[src/rtl/core/sswt_ram.sv]
module sswt_ram #(
  parameter int WIDTH = 8,
  parameter int DEPTH = 16
) (
  input  logic                     clk,
  input  logic                     we,
  input  logic [$clog2(DEPTH)-1:0] waddr,
  input  logic [WIDTH-1:0]         wdata,
  input  logic [$clog2(DEPTH)-1:0] raddr,
  output logic [WIDTH-1:0]         rdata
);

  logic [WIDTH-1:0] mem [DEPTH];

  always_ff @(posedge clk) begin
    if (we) begin
      mem[waddr] <= wdata;
    end
    rdata <= mem[raddr];
  end

endmodule

[config.mk]
export PLATFORM = sky130hd
export DESIGN_NAME = sswt_ram
export DESIGN_NICKNAME = d
export VERILOG_FILES = /design/src/rtl/core/sswt_ram.sv
export SDC_FILE = /design/constraint.sdc
export NUM_CORES = 1
export LEC_CHECK = 0
export BUFFER_PORTS_ARGS = -buffer_cell sky130_fd_sc_hd__clkbuf_2
export CAP_MARGIN = 10
export CORE_ASPECT_RATIO = 0.5
export CORE_MARGIN = 1.5
export CORE_UTILIZATION = 40
export CTS_CLUSTER_DIAMETER = 60
export DETAILED_ROUTE_END_ITERATION = 8
export PLACE_DENSITY = 0.64
export SYNTH_ARGS = -nofsm -noshare
export SYNTH_HDL_FRONTEND = slang
export SYNTH_SLANG_ARGS = --single-unit
export TNS_END_PERCENT = 20
[constraint.sdc]
create_clock -name clk -period 2.7 [get_ports clk]
set_input_delay 0.81 -clock clk [delete_from_list [all_inputs] [get_ports clk]]
set_output_delay 0.81 -clock clk [all_outputs]
set_load 0.02 [all_outputs]
# Word level (Yosys, flattened, before mapping)
# Memories as Yosys holds them, arrays and structs flattened. A register that Yosys moved wholly into a read port is not among the register bits.
# Index checks and enable logic that the tools add are counted.
# W data, S select, Z words.
[op_classes]
n_lt_le_gt_ge = 0
n_mul = 0
reduce_logical = 0
addsub = 0
eq_ne = 0
div_mod_pow = 0
bitwise_logic = 0
muxes = 2
shifts = 0
[op_table]
columns = ["op", "count"]
rows = [
  ["$mux W1", 2],
]
[totals]
elab_cells = 3
input_bits = 18
ram_bits = 128
regBits = 0
latchBits = 0
n_memories = 1
rom_bits = 0
out_inout_bits = 8
[mem_list]
columns = ["name", "depth", "width", "read_ports", "rd_clocked_by_memory_dff", "wr", "line", "text"]
rows = [
  ["mem", 16, 8, 1, 1, 1, "13", "logic [WIDTH-1:0] mem [DEPTH];"],
]

# Logic depth before layout (Yosys ltp)
[logic_depth]
ltp_word = 2
depth_mapped = 5
depth_no_buf = 3

# Least setup slack after synthesis
# No wires, ideal clock.
[synth_path]
path_type = "input to register"
start = "input waddr[2]"
end = "memory mem[0][0] (enable)"
required_time_ns = 2.317
t_arrival_ns = 1.920
setup_time_ns = 0.383
path_buffers = 0
slack_ns = 0.397
cell_stages = 2
cell_sequence = "or3b_2 > nor3_1"
[synth_lines]
columns = ["element", "line", "text"]
rows = [
  ["start, declared", "7", "input logic [$clog2(DEPTH)-1:0] waddr,"],
  ["end, declared", "13", ""],
]
# No word-level cell before the write port.

==> impl_metrics.csv <==
group,metric,value,unit
status,status,"finished clean",
layout,fin_nets,301,
placement,place_congestion,0.741,
timing,tightest_slew,0.551,ns
pwr,leakagePower,2.13,nW
placement,dp_cells,434,
layout,drive_gt1_share,32.1,%
critical_path,crit_path_cell_trace,"clkbuf_2 > buf_4 > mux4_1 > a22oi_1 > nand2_1",
global_routing,grt_max_degree,33,
clock_tree,clock-sinks,136,
synth,syn_nets,247,
timing,min_period,1.98,ns
critical_path,cp_slowest_stage_delay,0.62,ns
pwr,p_int,0.00417,W
pwr,p_comb_share,4.6,%
detailed_routing,dr.pass1.iters,4,
layout,area_growth,21.1,%
timing,grt_setup_unrepaired,"no",
clock_tree,clockBufferDepth,2,
synth,syn_area,5150,µm²
detailed_routing,drtIter0Drc,224,
pwr,power.density,824,nW/µm²
critical_path,cp.arrival,2.27,ns
pwr,clkPwrFrac,49.2,%
die,num_rows,29,
detailed_routing,routed_wl,9930,µm
pwr,swShare,18.7,%
clock_tree,cts_root_buf,"clkbuf_16",
global_routing,antenna_found_initial,0,
die,initial_core_util,40.8,%
timing,fin_crit_sh,73.5,%
placement,place_area,5570,µm²
die,die_height,83.2,µm
detailed_routing,postRouteAntennaNets,0,
layout,stdcell_area,6230,µm²
clock_tree,cts_tree,"built",
critical_path,worst_path_max_delay_cell,"mux4_1",
layout,fin_cells,466,
pwr,ir_worst_vdd,0.000450,V
layout,diodes,0,
global_routing,overflow,0,
critical_path,cp_top_family,"multiplexers",
synth,ys_ff_latch,136,
detailed_routing,drc_errors,0,
die,die-area,13600,µm²
worst_hold_path,hp-class,"reg2reg",
detailed_routing,avgViaCountPerCell,5.17,
global_routing,grt_usage,16.1,%
synth,syn-mean-instance-area,22.5,µm²
timing,postLayoutSetupSlackWorst,0.717,ns
detailed_routing,vias,2407,
run,cap_viol_max_count,0,
timing,setup_viol,0,
critical_path,crit_buf_inv,2,
critical_path,crit_type,"in2reg",
pwr,switchingPower,0.000963,W
clock_tree,htree_num_levels,4,
die,fp.dieW,163,µm
timing,max_slew_margin,63.1,%
critical_path,reg2reg_depth,3,
pwr,power_frac_seq,46.2,%
clock_tree,cts_inserted_buffers,17,
die,design.core.area,12600,µm²
global_routing,grt_pass1_wl,15200,µm
critical_path,cp.required,2.99,ns
die,io_pins,26,
clock_tree,clk_latency,0.41,ns
clock_tree,post_cts_buffers,0,
timing,hold_viol,0,
timing,slew_violations,0,
timing,max_freq,504,MHz
placement,port-buffer-count,25,
synth,yosysWarnings,0,
critical_path,end_kind,"flip-flop",
timing,setup_tns,0,ns
worst_hold_path,min_delay_path_depth,3,
critical_path,critPathMaxFanout,12,
placement,dpl.hpwl,6180,µm
clock_tree,clk_pin_slew,0.06,ns
placement,post-place-ws,0.346,ns
clock_tree,cts_hold_buf,0,
synth,yosysUniqueCellTypes,19,
clock_tree,cts_resized,0,
synth,syn_inst,229,
synth,ys_seq_area_share,77.8,%
detailed_routing,routedWlPerCell,21.3,µm
critical_path,cp.depth,5,
global_routing,grt_pass1_vias,2546,
critical_path,startpoint_type,"input pin",
timing,fin_worst_skew,0.00672,ns
==> final cells by class <==
class                      instances  area [µm²]
multi-input combinational         83        1060
clock buffer                      17         425
clock inverter                    15         231
tap                              170         213
fill                            1007        6400
timing repair buffer              45         300
sequential                       136        4000
==> Yosys cell counts, drive strengths merged <==
| master | count | area share [%] |
|---|---|---|
| nand3 | 1 | 0.097 |
| nand3b | 2 | 0.29 |
| nor3 | 4 | 0.39 |
| or3b | 1 | 0.17 |
| dfxtp | 8 | 3.1 |
| nand2b | 2 | 0.24 |
| nand2 | 9 | 0.66 |
| a22oi | 16 | 2.3 |
| and2b | 1 | 0.15 |
| nor2 | 13 | 0.95 |
| and2 | 1 | 0.12 |
| buf | 7 | 1.1 |
| mux4 | 32 | 15 |
| edfxtp | 128 | 75 |
| clkdlybuf4s25 | 3 | 0.58 |
| nor2b | 1 | 0.12 |
==> metrics by stage <==
stage | total power [W] | hold slack (ns) | utilization, %
final | 0.00514 | 0.677 | 49.3
after global routing | 0.00529 | 0.722 | 49.3
after CTS | 0.00518 | 0.682 | 49.3
after global placement | 0.00264 | 0.657 | 44.1
after floorplan | 0.00255 | 0.629 | -
after detailed placement | 0.00265 | 0.670 | 44.1
==> path summary, 6_finish.rpt <==
path / from / end / slack [ns]
max: raddr[0] / rdata[3]$_DFF_P_ / 0.72
min: mem[15][7]$_DFFE_PP_ / rdata[7]$_DFF_P_ / 0.68
max reg2reg: mem[1][3]$_DFFE_PP_ / rdata[3]$_DFF_P_ / 1.22
min reg2reg: mem[15][7]$_DFFE_PP_ / rdata[7]$_DFF_P_ / 0.68
==> placed cells by master (no fill, tap or decap), drive strengths merged, types with 2 or more instances in the layout <==
master / instances
edfxtp: 128
a22oi: 16
nand3b: 2
bufinv: 6
buf: 20
nand2b: 2
clkbuf: 42
nand2: 9
clkinv: 6
dfxtp: 8
clkinvlp: 3
nor3: 4
mux4: 32
nor2: 13
==> metal layers <==
layer  up-vias  part of all wire, %  GRT usage (%)
met1      1267                   46           21.3
met3        13                  3.1           4.10
li1       1088                    -              -
met2        39                   49           25.0
met5         -                    0              0
met4         0                  1.8           7.34
==> registers in the layout, summed over array words and instances, names as in the netlist <==
signal,cells
mem,128
rdata,8
==> power groups by stage <==
stage	Sequential, W	Combinational, W	Clock, W
global placement	0.00242	0.000229	0
global route	0.00238	0.000254	0.00265
detailed placement	0.00242	0.000236	0
CTS	0.00238	0.000238	0.00257
finish	0.00237	0.000234	0.00253
floorplan	0.00243	0.000120	0
==> worst register-to-register path, cell delays in order, from the launching register on <==
cell and delay (ns):
edfxtp_1 0.37, mux4_1 0.52, a22oi_1 0.36, nand2_1 0.12
==> logic make-up after synthesis <==
| family | share of synthesized area (%) |
|---|---|
| AOI/OAI and AO/OA | 2.33 |
| buffers and inverters | 1.68 |
| and+or+nand+nor | 3.18 |
| muxes | 15.0 |
| DFF | 77.8 |
Note: power is estimated with default switching activity, not from simulation.
