<file path="src/rtl/core/sswt_fold.sv">
module sswt_fold #(
  parameter int DEPTH = 1024
) (
  input  logic                     clk,
  input  logic                     rst_n,
  input  logic                     start,
  input  logic [31:0]              key,
  output logic                     done,
  output logic [$clog2(DEPTH)-1:0] idx
);

  localparam int AW = $clog2(DEPTH);
  localparam int SHIFT = 32 + AW;
  // floor(2^(32+AW) / DEPTH) + 1: exact quotient for any 32-bit dividend
  localparam logic [63:0] MAGIC64 = ((64'd1 << SHIFT) / DEPTH) + 64'd1;
  localparam logic [32:0] MAGIC = MAGIC64[32:0];
  localparam logic [31:0] DEPTH32 = 32'(DEPTH);
  localparam logic [6:0] GUARD_MAX = 7'd64;

  logic        busy_r, busy_nxt;
  logic        phase_r, phase_nxt;
  logic        done_r, done_nxt;
  logic [31:0] b_r, b_nxt;
  logic [6:0]  guard_r, guard_nxt;
  logic [64:0] prod_r;
  logic [AW-1:0] idx_r, idx_nxt;
  logic [31:0] quo, rem;
  logic [63:0] back;

  assign quo  = 32'(prod_r >> SHIFT);
  assign back = 64'(quo) * 64'(DEPTH32);
  assign rem  = b_r - back[31:0];

  always_comb begin
    busy_nxt  = busy_r;
    phase_nxt = phase_r;
    done_nxt  = 1'b0;
    b_nxt     = b_r;
    guard_nxt = guard_r;
    idx_nxt   = idx_r;
    if (start) begin
      busy_nxt  = 1'b1;
      phase_nxt = 1'b0;
      b_nxt     = key;
      guard_nxt = '0;
    end else if (busy_r) begin
      if (!phase_r) begin
        phase_nxt = 1'b1;
      end else if ((b_r < DEPTH32) || (guard_r == GUARD_MAX)) begin
        busy_nxt = 1'b0;
        done_nxt = 1'b1;
        idx_nxt  = rem[AW-1:0];
      end else begin
        phase_nxt = 1'b0;
        b_nxt     = rem ^ quo;
        guard_nxt = guard_r + 7'd1;
      end
    end
  end

  always_ff @(posedge clk) begin
    if (!rst_n) begin
      busy_r  <= 1'b0;
      phase_r <= 1'b0;
      done_r  <= 1'b0;
    end else begin
      busy_r  <= busy_nxt;
      phase_r <= phase_nxt;
      done_r  <= done_nxt;
    end
  end

  always_ff @(posedge clk) begin
    b_r     <= b_nxt;
    guard_r <= guard_nxt;
    idx_r   <= idx_nxt;
    prod_r  <= 65'(b_r) * 65'(MAGIC);
  end

  assign done = done_r;
  assign idx  = idx_r;

endmodule

</file>
<file path="config.mk">
export PLATFORM = sky130hd
export DESIGN_NAME = sswt_fold
export DESIGN_NICKNAME = d
export VERILOG_FILES = /design/src/rtl/core/sswt_fold.sv
export SDC_FILE = /design/constraint.sdc
export NUM_CORES = 1
export LEC_CHECK = 0
export ABC_AREA = 0
export ABC_CLOCK_PERIOD_IN_PS = 2700
export BUFFER_PORTS_ARGS = -buffer_cell sky130_fd_sc_hd__buf_2
export CAP_MARGIN = 20
export CORE_UTILIZATION = 40
export DETAILED_ROUTE_END_ITERATION = 10
export RECOVER_POWER = 50
export SLEW_MARGIN = 15
export SYNTH_ARGS = -nofsm -noshare
export SYNTH_HDL_FRONTEND = slang
export SYNTH_SLANG_ARGS = --single-unit
</file>
<file path="constraint.sdc">
create_clock -name clk -period 2.7 [get_ports clk]
set_input_delay 0.54 -clock clk [delete_from_list [all_inputs] [get_ports clk]]
set_output_delay 0.54 -clock clk [all_outputs]
set_load 0.005 [all_outputs]
</file>
* Word-level counts from Yosys, hierarchy flattened
Cells that the tools add are included.
Operators by class: add/subtract/negate cells 2, $mul 1, $lt $le $gt $ge 1, equal/unequal tests 2, multiplexer cells 10, bitwise logic cells 6, reduce and logical (&&, ||, !) cells 8
Operators with widths (count):
- 32-bit 2-to-1 mux | 4
- 32-bit by 33-bit multiplier with 65-bit output, second input constant | 1
- 32-bit by 11-bit < comparator with 1-bit output, second input constant | 1
- 32-bit subtractor | 1
- 32-bit by 23-bit XOR with 32-bit output | 1
- 7-bit by 1-bit adder with 7-bit output, second input constant | 1
- 7-bit == test, second input constant | 1
- 1-bit 2-to-1 mux | 6
- 3-bit AND reduction | 2
- 1-bit inverter | 5
- 4-bit AND reduction | 1
- 2-bit nonzero test | 2
- 4-bit OR reduction | 1
- 2-bit inequality test, second input constant | 1
- 2-bit OR reduction | 1
- 1-bit logical OR | 1
Storage, ports and cells: register bits 117, input bits 35

* Longest topological paths before layout
Gate-level depths: netlist (run 1).
depth after elaboration 6, depth in mapped cells 11

* Worst setup path after synthesis (run 1)
Ideal clock, no wire load.
path kind register to register, from register b_r[10], to register b_r[28], data pin, setup time 267 ps, data arrival time 2244 ps, required time 2433 ps, setup slack 189 ps, cell stages (with the launch flop) 12, buffers on the path 0, clock period less this slack 2511 ps, cells stage by stage edfxtp_1 > inv_1 > ha_1 > inv_1 > fa_1 > a21oi_1 > o21ai_0 > a2111oi_0 > nor3_1 > a21oi_1 > xor2_1 > o21ai_0
Between the ends: word-level cells in the longest chain between the ends 6
RTL lines:
- start, declared | line 23 | logic [31:0] b_r, b_nxt;
- start signal, assigned | line 74 | b_r <= b_nxt;
- 32-bit subtractor | line 32 | assign rem = b_r - back[31:0];
- 32-bit by 23-bit XOR with 32-bit output | line 55 | b_nxt = rem ^ quo;
- 32-bit 2-to-1 mux | line 49 | end else if ((b_r < DEPTH32) || (guard_r == GUARD_MAX)) begin
- 32-bit 2-to-1 mux | line 47 | if (!phase_r) begin
- 32-bit 2-to-1 mux | line 46 | end else if (busy_r) begin
- 32-bit 2-to-1 mux | line 41 | if (start) begin
- net b_nxt[28] | line 23
The timed path passes the listed nets, and every way through them passes these cells. The select of a mux whose other input is x is not followed. A chain may end at the register's enable or synchronous reset.

* Worst setup path in the final report (run 1)
from register b_r[11], to register b_r[31], data pin
The elaborated chain is that of the path after synthesis.

==> results, run 1 <==
- The total power consumption of the routed design is roughly 0.006 W.
- The area growth from synthesis to layout is 17.2%.
- The setup check on the worst reg-to-reg path leaves a slack of 0.09 ns.
- The final layout contains routed wiring with a total length of around 8300 um.
- The most common flop cell mapped by yosys is sky130_fd_sc_hd__edfxtp_1.
- The clock transition time at the flip-flop clock pins of the worst setup and hold paths is roughly 0.080 ns.
- The leakage power of the design is around 1.9 nW.
- The number of register bits inferred by synthesis is between 70 and 80.
- The HPWL reported at the end of detailed placement is 6230 um.
- At the pin with the least slew margin, the transition time is roughly 0.95 ns.
- The tightest min-delay check is of the register to register type.
- The synthesized netlist devotes between 10 and 15% of its cell area to compound gates.
- Setup slack closes at around 0.09 ns.
- The total global-route track usage is between 10% and 20%.
- Ranked by total cell area, the synthesized netlist is headed by sky130_fd_sc_hd__edfxtp_1 (32%), sky130_fd_sc_hd__dfxtp_1 (16%), sky130_fd_sc_hd__ha_1 (7.3%), sky130_fd_sc_hd__xnor2_1 (6.7%), sky130_fd_sc_hd__nand2_1 (4.0%).
- Counting every net in the synthesized netlist gives between 400 and 500.
- The maximum clock rate is between 0.3 and 0.4 GHz.
- Once the floorplan was initialized, standard cells occupied 41.9% of the core.
- The largest area contributor in the synthesized netlist is sky130_fd_sc_hd__edfxtp_1.
- For this run, design rule violations remaining after detail routing come to 0.
- Of the total synthesized cell area, the portion taken by full adders, half adders and majority gates is under 10%.
- TritonCTS built the clock tree.
- The run finished with clean final reports.
- The die width is approximately 100 um.
- The Yosys step of the flow raised 0 warnings.
- The power per cell area is 1340 nW/um^2.
- The diode insertion count for antenna repair is 0.
- Clock tree synthesis selected as its root buffer the cell sky130_fd_sc_hd__clkbuf_8.
- The clock period could shrink to 2.61 ns.
- The stage delay of the slowest cell on the critical path is between 0.5 and 0.6 ns.
- The pre-CTS setup slack is -0.0602 ns.
- The global placement routability congestion is between 0.8 and 0.9.
- Of the synthesized area, sequential elements account for 48.4%.
- The area share of the largest cell type after synthesis is about a third.
- The quantity of I/O buffers inserted on ports is 45.
- The number of buffers and inverters on the critical path is 0.
- The initial antenna violation count is 0.
- The first-pass GRT wire length is approximately 14,000 um.
- Of the total synthesized cell area, the portion taken by AND, OR, NAND and NOR gates is between 10% and 20%.
- The kind of start point of the critical path is a register.
- Along the worst path, the maximum fanout reaches 5.
- Setup violations remaining at the end of the flow were counted as 0.
- The number of max-cap violations is 0.
- STA classifies the critical path endpoint as a register.
- The main combinational cell family by area after synthesis is compound AO/OA/AOI/OAI gates.
- With fillers left out, the area of the finished cells amounts to around 4600 um^2.
- STA puts the critical path data arrival time at 2.71 ns.
- Using the TritonRoute via totals, the vias-per-cell ratio works out to between 4 and 5.
- The required time reported for the critical path endpoint is 2.80 ns.
- The post-route clock skew is between 0.009 and 0.01 ns.
- The slowest cell on the critical path is sky130_fd_sc_hd__or4_1.
- The worst register-to-register path has a depth of 8.
- The die covers between 10,000 and 15,000 um^2.
- In this run the core area contains 35 standard-cell rows.
- After detailed routing, the average wire length per cell comes to ~14 um.
- Counting distinct cell types in the post-synthesis netlist gives 58.
- The via count of the first global-routing pass is approximately 2,800.
- The synthesized netlist occupies a cell area of between 3000 and 4000 um^2.
- Counting the buffers created by CTS gives 9.
- The worst hold path passes through 0 cells.
- The final layout net count is between 500 and 600.
- The cell count after synthesis came out at 390.
- The filler cell count in the final layout is between 900 and 1,000.
- The cell area reported after detailed placement is approximately 4300 um^2.
- The number of top-level pins is 46.
- The total number of vias is between 2,000 and 3,000.
- The area of the core region is approximately 9400 um^2.
- The final-report max-slew violation count is 0.
- A synthesized cell averages a little over 10 um^2.
- Of the cells placed in the final design, the portion with a size suffix greater than 1 is about a fifth.
- The count of final hold-check violations is 0.
- The maximum number of pins on one net before global-route repair is 35.
- Counting every sink on the clock net gives between 70 and 80.
- The worst setup path category is register to register.
- The final core utilization is between 40% and 50%.
- The CTS H-tree depth is 3.
- The period utilization is 96.7%.
- The buffer levels on the longest clock path is 2.
- Of all flip-flops after synthesis, the portion carrying an async set or reset was 0%.
- The total congestion overflow after global routing is 0.
- The first-pass iteration count of the detailed router is 4.
- Headroom to the max-slew limit came out at ~37%.
- Yosys mapped a number of flops with a built-in enable equal to between 40 and 50.
- The count of hold-fix buffers inserted at cts is 0.
- Traced cell by cell, the critical path runs through ha_1 -> nor2b_1 -> o21ai_0 -> o211ai_1 -> a211o_2 -> a21oi_2 -> or4_1 -> o211a_1.
- The maximum resistive drop on vdd is 0.000412 V.
- The synthesized netlist devotes approximately a tenth of its cell area to XOR and XNOR gates.
- The chip height is ~100 um.
- In the synthesized netlist, mux cells make up 1.94% of the area.
- The number of cells on the critical path is 8.
- The family of cells with the greatest summed delay on the critical path is compound AO/OA/AOI/OAI gates.
- The insertion delay to the later sink of the worst-skew pair is 0.34 ns.
- The initial DRC count is 93.
- The detail route stage leaves a number of antenna-violating nets equal to 0.
worst register-to-register path, cell delays in order (launching register included):
cell and delay [ns]:
sky130_fd_sc_hd__edfxtp_1 0.48, sky130_fd_sc_hd__ha_1 0.32, sky130_fd_sc_hd__nor2b_1 0.12, sky130_fd_sc_hd__o21ai_0 0.10
sky130_fd_sc_hd__o211ai_1 0.33, sky130_fd_sc_hd__a211o_2 0.28, sky130_fd_sc_hd__a21oi_2 0.10, sky130_fd_sc_hd__or4_1 0.52
sky130_fd_sc_hd__o211a_1 0.13
worst paths after layout:
| check | endpoint | start |
|---|---|---|
| setup / recovery | b_r[31] | b_r[11] |
| hold / removal | prod_r[60] | b_r[28] |
| setup reg to reg | b_r[31] | b_r[11] |
| hold reg to reg | prod_r[60] | b_r[28] |
sequential cells by signal, summed over array words and instances, names as in the netlist:
name     flops
prod_r      22
busy_r       1
done         1
phase_r      1
idx         10
b_r         32
guard_r      7
cell usage in the layout, fill, tap and decap left out, types with 2 or more instances in the layout:
cell type / netlist / final
sky130_fd_sc_hd__xor2_1: 14 / 14
sky130_fd_sc_hd__nand2_1: 42 / 42
sky130_fd_sc_hd__inv_1: 30 / 30
sky130_fd_sc_hd__nand2b_1: 3 / 3
sky130_fd_sc_hd__nor4_1: 5 / 5
sky130_fd_sc_hd__xnor2_1: 30 / 30
sky130_fd_sc_hd__clkbuf_1: 6 / 8
sky130_fd_sc_hd__or3_1: 2 / 2
sky130_fd_sc_hd__a21o_1: 7 / 7
sky130_fd_sc_hd__ha_1: 23 / 22
sky130_fd_sc_hd__buf_4: 1 / 8
sky130_fd_sc_hd__nor2_1: 19 / 19
sky130_fd_sc_hd__buf_2: 2 / 38
sky130_fd_sc_hd__a21oi_2: 2 / 3
sky130_fd_sc_hd__mux2_2: 5 / 5
sky130_fd_sc_hd__and4_2: 2 / 2
sky130_fd_sc_hd__mux2i_1: 2 / 2
sky130_fd_sc_hd__clkbuf_4: 0 / 3
sky130_fd_sc_hd__bufinv_16: 0 / 2
sky130_fd_sc_hd__edfxtp_1: 42 / 42
sky130_fd_sc_hd__nand4_1: 5 / 5
sky130_fd_sc_hd__clkinv_2: 0 / 2
sky130_fd_sc_hd__clkinvlp_4: 0 / 2
sky130_fd_sc_hd__a31oi_1: 3 / 3
sky130_fd_sc_hd__dfxtp_1: 32 / 32
sky130_fd_sc_hd__a211oi_1: 2 / 2
sky130_fd_sc_hd__nor3_1: 9 / 8
sky130_fd_sc_hd__o21ai_0: 31 / 30
sky130_fd_sc_hd__or4_1: 2 / 2
sky130_fd_sc_hd__o211ai_1: 6 / 6
sky130_fd_sc_hd__nor2b_1: 4 / 4
sky130_fd_sc_hd__clkbuf_8: 0 / 9
sky130_fd_sc_hd__nand3_1: 9 / 8
sky130_fd_sc_hd__a21oi_1: 21 / 20
layout make-up:
class                   count  area (um^2)  area share (%)
flip-flops and latches     74         1900            41.3
multi-input cells         274         1910            41.4
clock inverters             7         93.8            2.04
inverters                  31          116            2.53
repair buffers             57          303            6.57
well taps                 129          161            3.50
clock buffers               9          124            2.69
routing by layer:
metal	wire length [um]	global-route usage, %
met1	3980	23.7
met2	3850	27.7
met3	399	3.81
met4	112	6.69
met5	0	0
cell usage after synthesis, drive strengths merged, types with 2 or more instances:
library cell   n
nor2          19
xor2          14
o21ai         31
xnor2         30
a21o           7
and3           2
a211oi         2
inv           30
ha            23
dfxtp         32
nand4          5
a31oi          3
mux2i          2
nor3           9
buf            5
clkbuf         6
o211ai         6
mux2           5
nand2b         3
nor4           5
or4            2
or2            2
a21oi         23
nand2         43
or3            3
edfxtp        42
nor2b          4
and4           2
nand3          9
cells by family after synthesis:
group                      after synthesis
xor gates and xnor gates                44
AOI/OAI and AO/OA                       88
DFF                                     74
muxes                                    7
adders and majority gates               24
and+or+nand+nor                        111
buffers and inverters                   42
stage by stage:
step           std cells  setup TNS [ns]  hold slack (ns)
6_report             581               0            0.412
5_1_grt              581         -0.0113            0.421
4_1_cts              579               0            0.415
3_5_place_dp         563          -0.120            0.398
3_3_place_gp         563               0            0.390
2_1_floorplan        390               0            0.371
power by group:
| part | switching, W | internal, W | leakage, nW |
|---|---|---|---|
| Sequential | 0.000258 | 0.00165 | 0.673 |
| Clock | 0.000430 | 0.000518 | 0.105 |
| Combinational | 0.00176 | 0.00153 | 1.08 |
| Total | 0.00245 | 0.00370 | 1.86 |
what timing repair did:
action / CTS / global route
pin swaps: 1 / 4
hold endpoints to repair: 0 / 0
resized for setup: 4 / 8
setup endpoints to repair: 3 / 6
setup buffers: 0 / 2
Power figures use the tool's default switching activity.
==> run 2, diff against run 1 <==
--- a/config.mk
+++ b/config.mk
@@ -9,8 +9,9 @@
 export ABC_CLOCK_PERIOD_IN_PS = 2700
 export BUFFER_PORTS_ARGS = -buffer_cell sky130_fd_sc_hd__buf_2
 export CAP_MARGIN = 20
-export CORE_UTILIZATION = 40
+export CORE_UTILIZATION = 53
 export DETAILED_ROUTE_END_ITERATION = 10
+export PLACE_DENSITY = 0.76
 export RECOVER_POWER = 50
 export SLEW_MARGIN = 15
 export SYNTH_ARGS = -nofsm -noshare
==> run 2 against run 1 <==
Net effect:
- critical path depth grew 3
- final area fell by 1.8%
- power decreased by 2.0%
- worst hold slack worse by 0.0020 ns
- wire length increased by 0.44%
- core utilization grew 14 points
- sequential share of layout area grew 0.78 points
- final cell count down 5.0%
- combinational power about the same
- clock skew barely moved
- global-route usage rose by 5.8 points
- critical path type unchanged
- largest power group unchanged
==> results, run 2 (same netlist as run 1, synthesis figures left out) <==
- Run status: finished clean (unchanged).
- The starting density of the core is 54.5% (was 41.9%).
- The die width is 88.1 um (was 101 um).
- The internal power contribution was 0.00356 W (was 0.00370 W).
- The required time reported for the critical path endpoint came to 2.80 ns (about the same).
- The kind of start point of the critical path is a register (unchanged).
- The layout overhead on the synthesized area was 15.0% (was 17.2%).
- The clock share of power is 13.1% (was 15.4%).
- The endpoint type of the worst setup path was a register (unchanged).
- The quantity of I/O buffers inserted on ports is 45 (unchanged).
- The period utilization came to 94.6% (was 96.7%).
- The CTS tree was done (unchanged).
- The total power consumption of the routed design is 0.00603 W (was 0.00615 W).
- The part of the total power dissipated in combinational logic is 55.0% (was 53.6%).
- The post-detailed-route wirelength per cell is 15.2 um (was 14.4 um).
- The initial DRC count was 85 (was 93).
- The worst-path maximum fanout is 3 (was 5).
- The initial antenna violation count is 0 (unchanged).
- The final layout net count is 507 (was 506).
- The total global-route track usage is 23.4% (was 17.6%).
- The final-report max-slew violation count is 0 (unchanged).
- The filler cell count in the final layout is 629 (was 910).
- The fraction of final layout cells sized beyond drive strength 1 is 18.5% (was 19.9%).
- The clock root buffer was sky130_fd_sc_hd__clkbuf_8 (unchanged).
- The flip-flop count of the largest register, all copies and words added was 32 (unchanged).
- The buffer levels on the longest clock path is 2 (unchanged).
- The family of cells with the greatest summed delay on the critical path was compound AO/OA/AOI/OAI gates (unchanged).
- The detailed-route DRC error count is 0 (unchanged).
- The total congestion overflow after global routing is 0 (unchanged).
- The final setup violation count is 0 (unchanged).
- The global routing's busiest layer is met2 (unchanged).
- The maximum number of pins on one net before global-route repair is 36 (was 35).
- The power per cell area is 1330 nW/um^2 (was 1340 nW/um^2).
- The switching power of the nets is 0.00247 W (was 0.00245 W).
- The normalized max-slew margin came to 38.1% (was 36.5%).
- The part of the power in registers is 31.9% (was 31.0%).
- The total number of vias is 2,975 (was 2,899).
- Highest-count cells in the layout ignoring fill and taps: sky130_fd_sc_hd__nand2_1 (42), sky130_fd_sc_hd__edfxtp_1 (42), sky130_fd_sc_hd__buf_2 (34) (was sky130_fd_sc_hd__nand2_1 (42), sky130_fd_sc_hd__edfxtp_1 (42), sky130_fd_sc_hd__buf_2 (38)).
- The count of final hold-check violations came to 0 (unchanged).
- The via count of the first global-routing pass is 2,913 (was 2,822).
- The fraction of met2 tracks used by global routing is 39.6% (was 27.7%).
- The insertion delay to the later sink of the worst-skew pair is 0.35 ns (was 0.34 ns).
- The number of top-level pins is 46 (unchanged).
- The worst setup path category is register to register (unchanged).
- The clock transition time at the flip-flop clock pins of the worst setup and hold paths is 0.08 ns (about the same).
- The chip height is 88.1 um (was 101 um).
- The area of the core region is 7210 um^2 (was 9370 um^2).
- The first-pass GRT wire length is 13,600 um (was 13,800 um).
- The switching portion of total power is 41.0% (was 39.9%).
- The slowest cell on the critical path is sky130_fd_sc_hd__edfxtp_1 (was sky130_fd_sc_hd__or4_1).
- The detailed-route wire length is 8380 um (was 8350 um).
- The diode insertion count for antenna repair is 0 (unchanged).
- The type of the most critical hold path is input port to register (was register to register).
- The number of max-cap violations came to 0 (unchanged).
- The measured slew at the worst slew-check pin is 0.928 ns (was 0.952 ns).
- The cell area reported after detailed placement is 4280 um^2 (was 4340 um^2).
- The maximum clock rate is 0.391 GHz (was 0.383 GHz).
- The top register by number of flip-flops is b_r (unchanged).
- The post-route clock skew is 0.00908 ns (was 0.00935 ns).
- The most frequent cell on the critical path is sky130_fd_sc_hd__inv_1.
- The number of buffers and inverters on the critical path is 2 (was 0).
- The stage delay of the slowest cell on the critical path is 0.39 ns (was 0.52 ns).
- The global routing usage on met3 is 4.34% (was 3.81%).
- The antenna violation net count after detailed routing is 0 (unchanged).
- The total die area is 7760 um^2 (was 10,200 um^2).
- The CTS H-tree depth is 3 (unchanged).
- Chain of cells forming the critical path: inv_1 -> ha_1 -> inv_1 -> fa_2 -> a21oi_4 -> o21ai_2 -> a32oi_1 -> nand3_2 -> a311oi_1 -> xor2_1 -> o21ai_0 (was ha_1 -> nor2b_1 -> o21ai_0 -> o211ai_1 -> a211o_2 -> a21oi_2 -> or4_1 -> o211a_1).
- The area of all placed cells without fillers is 4520 um^2 (was 4610 um^2).
- The number of clock buffers inserted by TritonCTS is 9 (unchanged).
- The via density per instance is 5.39 (was 4.99).
- The met1 capacity usage during global routing is 29.3% (was 23.7%).
- The clock sink count is 74 (unchanged).
- The global placement routability congestion is 0.938 (was 0.859).
- The leakage power of the design is 1.82 nW (was 1.86 nW).
- The HPWL reported at the end of detailed placement was 6200 um (was 6230 um).
- The endpoint arrival time on the critical path came to 2.66 ns (was 2.71 ns).
- The standard-cell row count is 31 (was 35).
- The post-route minimum period was 2.55 ns (was 2.61 ns).
- The first-pass iteration count of the detailed router is 4 (unchanged).
- The maximum resistive drop on vdd is 0.000453 V (was 0.000412 V).
[run 2: repair_timing]
item	4_1_cts	5_1_grt
endpoints found under the hold margin	0	0
hold buffers	0	0
pin swaps	1	7
buffers inserted	0	5
cloned	0	0
resized for setup	2	8
setup endpoints to repair	4	7
[run 2: area by class of cell]
type / count / area [um^2] / area share (%)
clock inverter: 6 / 41.3 / 0.913
clock buffer: 10 / 138 / 3.04
inverter: 31 / 116 / 2.57
multi-input combinational: 274 / 1890 / 41.9
timing repair buffer: 58 / 305 / 6.75
tap: 99 / 124 / 2.74
sequential: 74 / 1900 / 42.1
[run 2: metal layers]
metal	wire length (um)	up-vias	part of all wire [%]
li1	-	1501	-
met1	3740	1387	45
met2	4110	74	49
met3	349	13	4.2
met4	174	0	2.1
met5	0	-	0
[run 2: through the flow]
| step | std cells | setup TNS [ns] | setup WS, ns | hold slack [ns] | util [%] |
|---|---|---|---|---|---|
| after floorplan | 390 | 0 | 0.189 | 0.371 | - |
| after global placement | 531 | 0 | 0.0690 | 0.388 | 59.4 |
| after detailed placement | 531 | -0.135 | -0.0801 | 0.393 | 59.4 |
| after CTS | 547 | 0 | 0.0156 | 0.407 | 61.9 |
| after global routing | 552 | -0.00625 | -0.00625 | 0.428 | 62.7 |
| final | 552 | 0 | 0.145 | 0.410 | 62.7 |
[run 2: power by group through the flow]
| stage | logic [W] | registers [W] | clock network (W) |
|---|---|---|---|
| CTS | 0.00313 | 0.00193 | 0.000801 |
| global route | 0.00367 | 0.00197 | 0.000848 |
| floorplan | 0.00249 | 0.00186 | 0 |
| detailed placement | 0.00309 | 0.00195 | 0 |
| global placement | 0.00300 | 0.00193 | 0 |
| finish | 0.00332 | 0.00192 | 0.000788 |
[run 2: path summary, 6_finish.rpt]
kind	startpoint	endpoint	slack (ns)	cells after the start
setup / recovery	b_r[10]	b_r[26]	0.15	11
hold / removal	rst_n	done	0.41	2
setup reg to reg	b_r[10]	b_r[26]	0.15	11
hold reg to reg	b_r[22]	prod_r[54]	0.41	0
==> run 3, diff against run 2 <==
--- a/config.mk
+++ b/config.mk
@@ -5,13 +5,12 @@
 export SDC_FILE = /design/constraint.sdc
 export NUM_CORES = 1
 export LEC_CHECK = 0
-export ABC_AREA = 0
+export ABC_AREA = 1
 export ABC_CLOCK_PERIOD_IN_PS = 2700
 export BUFFER_PORTS_ARGS = -buffer_cell sky130_fd_sc_hd__buf_2
 export CAP_MARGIN = 20
-export CORE_UTILIZATION = 53
+export CORE_UTILIZATION = 30
 export DETAILED_ROUTE_END_ITERATION = 10
-export PLACE_DENSITY = 0.76
 export RECOVER_POWER = 50
 export SLEW_MARGIN = 15
 export SYNTH_ARGS = -nofsm -noshare
==> run 3 against run 2 <==
Net effect:
- maximum frequency grew 13%
- combinational power fell by 37%
- highest routed layer unchanged
- clock skew shrank 0.0025 ns
- global-route usage is 8.9 points lower
- critical endpoint is now b_r[24]
- wire length rose by 17%
- via count grew 18%
- sequential cell count unchanged
- largest cell class is now multi-input gates
- synthesized cell count grew 45%
- worst hold slack lost 0.0086 ns
- clock power up 42%
==> results, run 3 <==
- Run status: finished clean (unchanged).
- The period utilization is 84.1% (was 94.6%).
- The number of synthesized flops with an enable pin is 42 (unchanged).
- The total die area is 14,900 um^2 (was 7760 um^2).
- The clock transition time at the flip-flop clock pins of the worst setup and hold paths is 0.06 ns (was 0.08 ns).
- The number of register bits inferred by synthesis was 74 (unchanged).
- The initial DRC count is 198 (was 85).
- The most common flop cell mapped by yosys was sky130_fd_sc_hd__edfxtp_1 (unchanged).
- The normalized max-slew margin is 31.1% (was 38.1%).
- The library cell used most frequently in the layout, excluding fill and tap cells, is sky130_fd_sc_hd__nand2_1.
- The switching power of the nets was 0.00193 W (was 0.00247 W).
- The total number of vias is 3,509 (was 2,975).
- The detailed-route wire length came to 9840 um (was 8380 um).
- The area of the core region was 14,000 um^2 (was 7210 um^2).
- The kind of start point of the critical path is a register (unchanged).
- The post-route worst hold slack is 0.401 ns (was 0.410 ns).
- The number of different library cells in the post-synthesis netlist is 27 (was 58).
- The internal power contribution was 0.00292 W (was 0.00356 W).
- Highest-count cells in the layout ignoring fill and taps: sky130_fd_sc_hd__nand2_1 (190), sky130_fd_sc_hd__inv_1 (82), sky130_fd_sc_hd__nor2_1 (48) (was sky130_fd_sc_hd__nand2_1 (42), sky130_fd_sc_hd__edfxtp_1 (42), sky130_fd_sc_hd__buf_2 (34)).
- The detailed-route DRC error count was 0 (unchanged).
- The switching portion of total power was 39.8% (was 41.0%).
- The area of the mapped netlist came to 4340 um^2 (was 3930 um^2).
- Post-synth top cells: sky130_fd_sc_hd__nand2_1 (189), sky130_fd_sc_hd__inv_1 (82), sky130_fd_sc_hd__nor2_1 (48) (was sky130_fd_sc_hd__edfxtp_1 (42), sky130_fd_sc_hd__nand2_1 (42), sky130_fd_sc_hd__dfxtp_1 (32)).
- By instance count, the leading cell after synthesis is sky130_fd_sc_hd__nand2_1.
- The clock sink count came to 74 (unchanged).
- The clock share of power is 23.1% (was 13.1%).
- The endpoint type of the worst setup path was a register (unchanged).
- The antenna violation net count after detailed routing is 0 (unchanged).
- The CTS tree was done (unchanged).
- The number of max-cap violations is 0 (unchanged).
- The synthesized netlist net count is 626 (was 449).
- The layout overhead on the synthesized area is 16.2% (was 15.0%).
- The count of final hold-check violations is 0 (unchanged).
- The buffer levels on the longest clock path came to 2 (unchanged).
- The leakage power of the design is 2.40 nW (was 1.82 nW).
- The endpoint arrival time on the critical path is 2.26 ns (was 2.66 ns).
- The part of the total power dissipated in combinational logic is 43.3% (was 55.0%).
- The CTS H-tree depth is 3 (unchanged).
- The diode insertion count for antenna repair is 0 (unchanged).
- Synth top area cells: sky130_fd_sc_hd__edfxtp_1 (29%), sky130_fd_sc_hd__nand2_1 (16%), sky130_fd_sc_hd__dfxtp_1 (15%), sky130_fd_sc_hd__inv_1 (7.1%), sky130_fd_sc_hd__ha_1 (6.6%) (was sky130_fd_sc_hd__edfxtp_1 (32%), sky130_fd_sc_hd__dfxtp_1 (16%), sky130_fd_sc_hd__ha_1 (7.3%), sky130_fd_sc_hd__xnor2_1 (6.7%), sky130_fd_sc_hd__nand2_1 (4.0%)).
- The share of async-settable or async-resettable flops after synthesis was 0% (unchanged).
- The number of instances resized during post-cts repair came to 0 (was 2).
- The number of cells produced by synthesis came to 567 (was 390).
- The part of the power in registers is 33.6% (was 31.9%).
- The post-route clock skew is 0.00660 ns (was 0.00908 ns).
- The worst-path maximum fanout is 32 (was 3).
- The flip-flop count of the largest register, all copies and words added is 32 (unchanged).
- The Yosys warning count came to 0 (unchanged).
- The HPWL reported at the end of detailed placement is 7590 um (was 6200 um).
- The total congestion overflow after global routing is 0 (unchanged).
- The sequential cell area fraction in the yosys report is 43.9% (was 48.4%).
- The power per cell area is 963 nW/um^2 (was 1330 nW/um^2).
- The die width is 122 um (was 88.1 um).
- The largest area contributor in the synthesized netlist is sky130_fd_sc_hd__edfxtp_1 (unchanged).
- The final setup violation count is 0 (unchanged).
- The post-detailed-route wirelength per cell was 12.2 um (was 15.2 um).
- The area share of the largest cell type after synthesis is 29.1% (was 32.1%).
- The total setup buffers inserted after CTS was 0 (unchanged).
- The starting density of the core is 31.0% (was 54.5%).
- The count of hold-fix buffers inserted at cts is 0 (unchanged).
- The measured slew at the worst slew-check pin is 1.03 ns (was 0.928 ns).
- The quantity of I/O buffers inserted on ports is 45 (unchanged).
- The initial antenna violation count is 0 (unchanged).
- The fraction of final layout cells sized beyond drive strength 1 came to 10.1% (was 18.5%).
- The maximum clock rate was 0.440 GHz (was 0.391 GHz).
- The global placement routability congestion came to 0.873 (was 0.938).
- The insertion delay to the later sink of the worst-skew pair is 0.34 ns (was 0.35 ns).
- The final-report max-slew violation count is 0 (unchanged).
- The number of top-level pins is 46 (unchanged).
- The synthesized area per cell is 7.65 um^2 (was 10.1 um^2).
- The standard-cell row count is 43 (was 31).
- The total global-route track usage came to 14.5% (was 23.4%).
- The maximum resistive drop on vdd was 0.000369 V (was 0.000453 V).
- The chip height is 122 um (was 88.1 um).
- The worst setup path category is register to register (unchanged).
- The top register by number of flip-flops is b_r (unchanged).
- The maximum number of pins on one net before global-route repair is 55 (was 36).
- The final layout net count is 678 (was 507).
- The setup total negative slack is 0 ns (unchanged).
- The clock root buffer is sky130_fd_sc_hd__clkbuf_16 (was sky130_fd_sc_hd__clkbuf_8).
- The number of clock buffers inserted by TritonCTS came to 9 (unchanged).
- The type of the most critical hold path is register to register (was input port to register).
- The via density per instance is 4.36 (was 5.39).
- The required time reported for the critical path endpoint came to 2.69 ns (was 2.80 ns).
- The via count of the first global-routing pass came to 3,293 (was 2,913).
- The post-route minimum period was 2.27 ns (was 2.55 ns).
- The first-pass iteration count of the detailed router is 4 (unchanged).
- Setup repair after global routing left no endpoint under its margin.
- The first-pass GRT wire length is 16,300 um (was 13,600 um).
run 3: cell types whose count changed after synthesis, moves of 4 or more:
cell                       delta
sky130_fd_sc_hd__a21o_1       -7
sky130_fd_sc_hd__inv_1       +52
sky130_fd_sc_hd__mux2_2       -5
sky130_fd_sc_hd__nand2_1    +147
sky130_fd_sc_hd__nand3_1     +24
sky130_fd_sc_hd__nand3b_1     +5
sky130_fd_sc_hd__nand4_1      +5
sky130_fd_sc_hd__nor2_1      +29
sky130_fd_sc_hd__nor2b_1      -4
sky130_fd_sc_hd__nor4_1       -5
sky130_fd_sc_hd__o211ai_1     -5
sky130_fd_sc_hd__o21ai_0     -14
sky130_fd_sc_hd__xnor2_1     -13
run 3: cells by family (layout without fill, tap and decap cells):
group / Yosys count / count (layout) / synth area share [%]
flip-flops: 74 / 74 / 43.9
AO/OA/AOI/OAI: 41 / 41 / 4.94
AND/OR/NAND/NOR: 305 / 305 / 29.5
XOR/XNOR: 33 / 33 / 6.67
adder cells (fa/ha/maj): 24 / 24 / 7.10
buffers and inverters: 90 / 147 / 7.97
run 3: area by class of cell:
cell class              instances  area, um^2
clock buffers                  10         239
clock inverters                 6        41.3
fillers                      1489        8950
inverters                      82         308
multi-input cells             403        2080
flip-flops and latches         74        1900
well taps                     180         225
repair buffers                 49         241
run 3: per-layer routing:
metal / vias to the layer above / part of all wire (%) / track usage [%]
met3: 9 / 4.6 / 4.14
li1: 1916 / - / -
met4: 0 / 1.4 / 4.80
met2: 68 / 44 / 22.3
met5: - / 0 / 0
met1: 1516 / 50 / 19.3
run 3: per-stage QoR:
| stage | instances | total power [W] | util, % | instance area (um^2) | setup slack [ns] |
|---|---|---|---|---|---|
| finish | 804 | 0.00485 | 36.0 | 5040 | 0.430 |
| CTS | 804 | 0.00490 | 36.2 | 5060 | 0.444 |
| global placement | 788 | 0.00374 | 34.2 | 4780 | 0.485 |
| detailed placement | 788 | 0.00376 | 34.2 | 4780 | 0.462 |
| global route | 804 | 0.00529 | 36.0 | 5040 | 0.174 |
| floorplan | 567 | 0.00326 | - | 4340 | 0.577 |
run 3: power groups by stage:
stage               combinational [W]  sequential, W  clock (W)
floorplan                     0.00165        0.00161          0
global placement              0.00209        0.00165          0
detailed placement            0.00210        0.00166          0
CTS                           0.00211        0.00164    0.00115
global route                  0.00242        0.00166    0.00121
finish                        0.00210        0.00163    0.00112
run 3: worst paths after layout:
kind | cells past startpoint | slack, ns | endpoint | from
setup / recovery | 8 | 0.43 | b_r[24] | b_r[31]
hold / removal | 0 | 0.40 | prod_r[62] | b_r[30]
setup reg to reg | 8 | 0.43 | b_r[24] | b_r[31]
hold reg to reg | 0 | 0.40 | prod_r[62] | b_r[30]
run 3: worst max-delay path, stage by stage (launching register included):
cell	delay, ns
sky130_fd_sc_hd__edfxtp_1	0.38
sky130_fd_sc_hd__nor2_1	0.06
sky130_fd_sc_hd__and2_0	0.16
sky130_fd_sc_hd__nand2_1	0.10
sky130_fd_sc_hd__nor2_1	0.06
sky130_fd_sc_hd__nand2_1	0.22
sky130_fd_sc_hd__nand3_1	0.36
sky130_fd_sc_hd__nand2_1	0.15
sky130_fd_sc_hd__buf_4	0.42
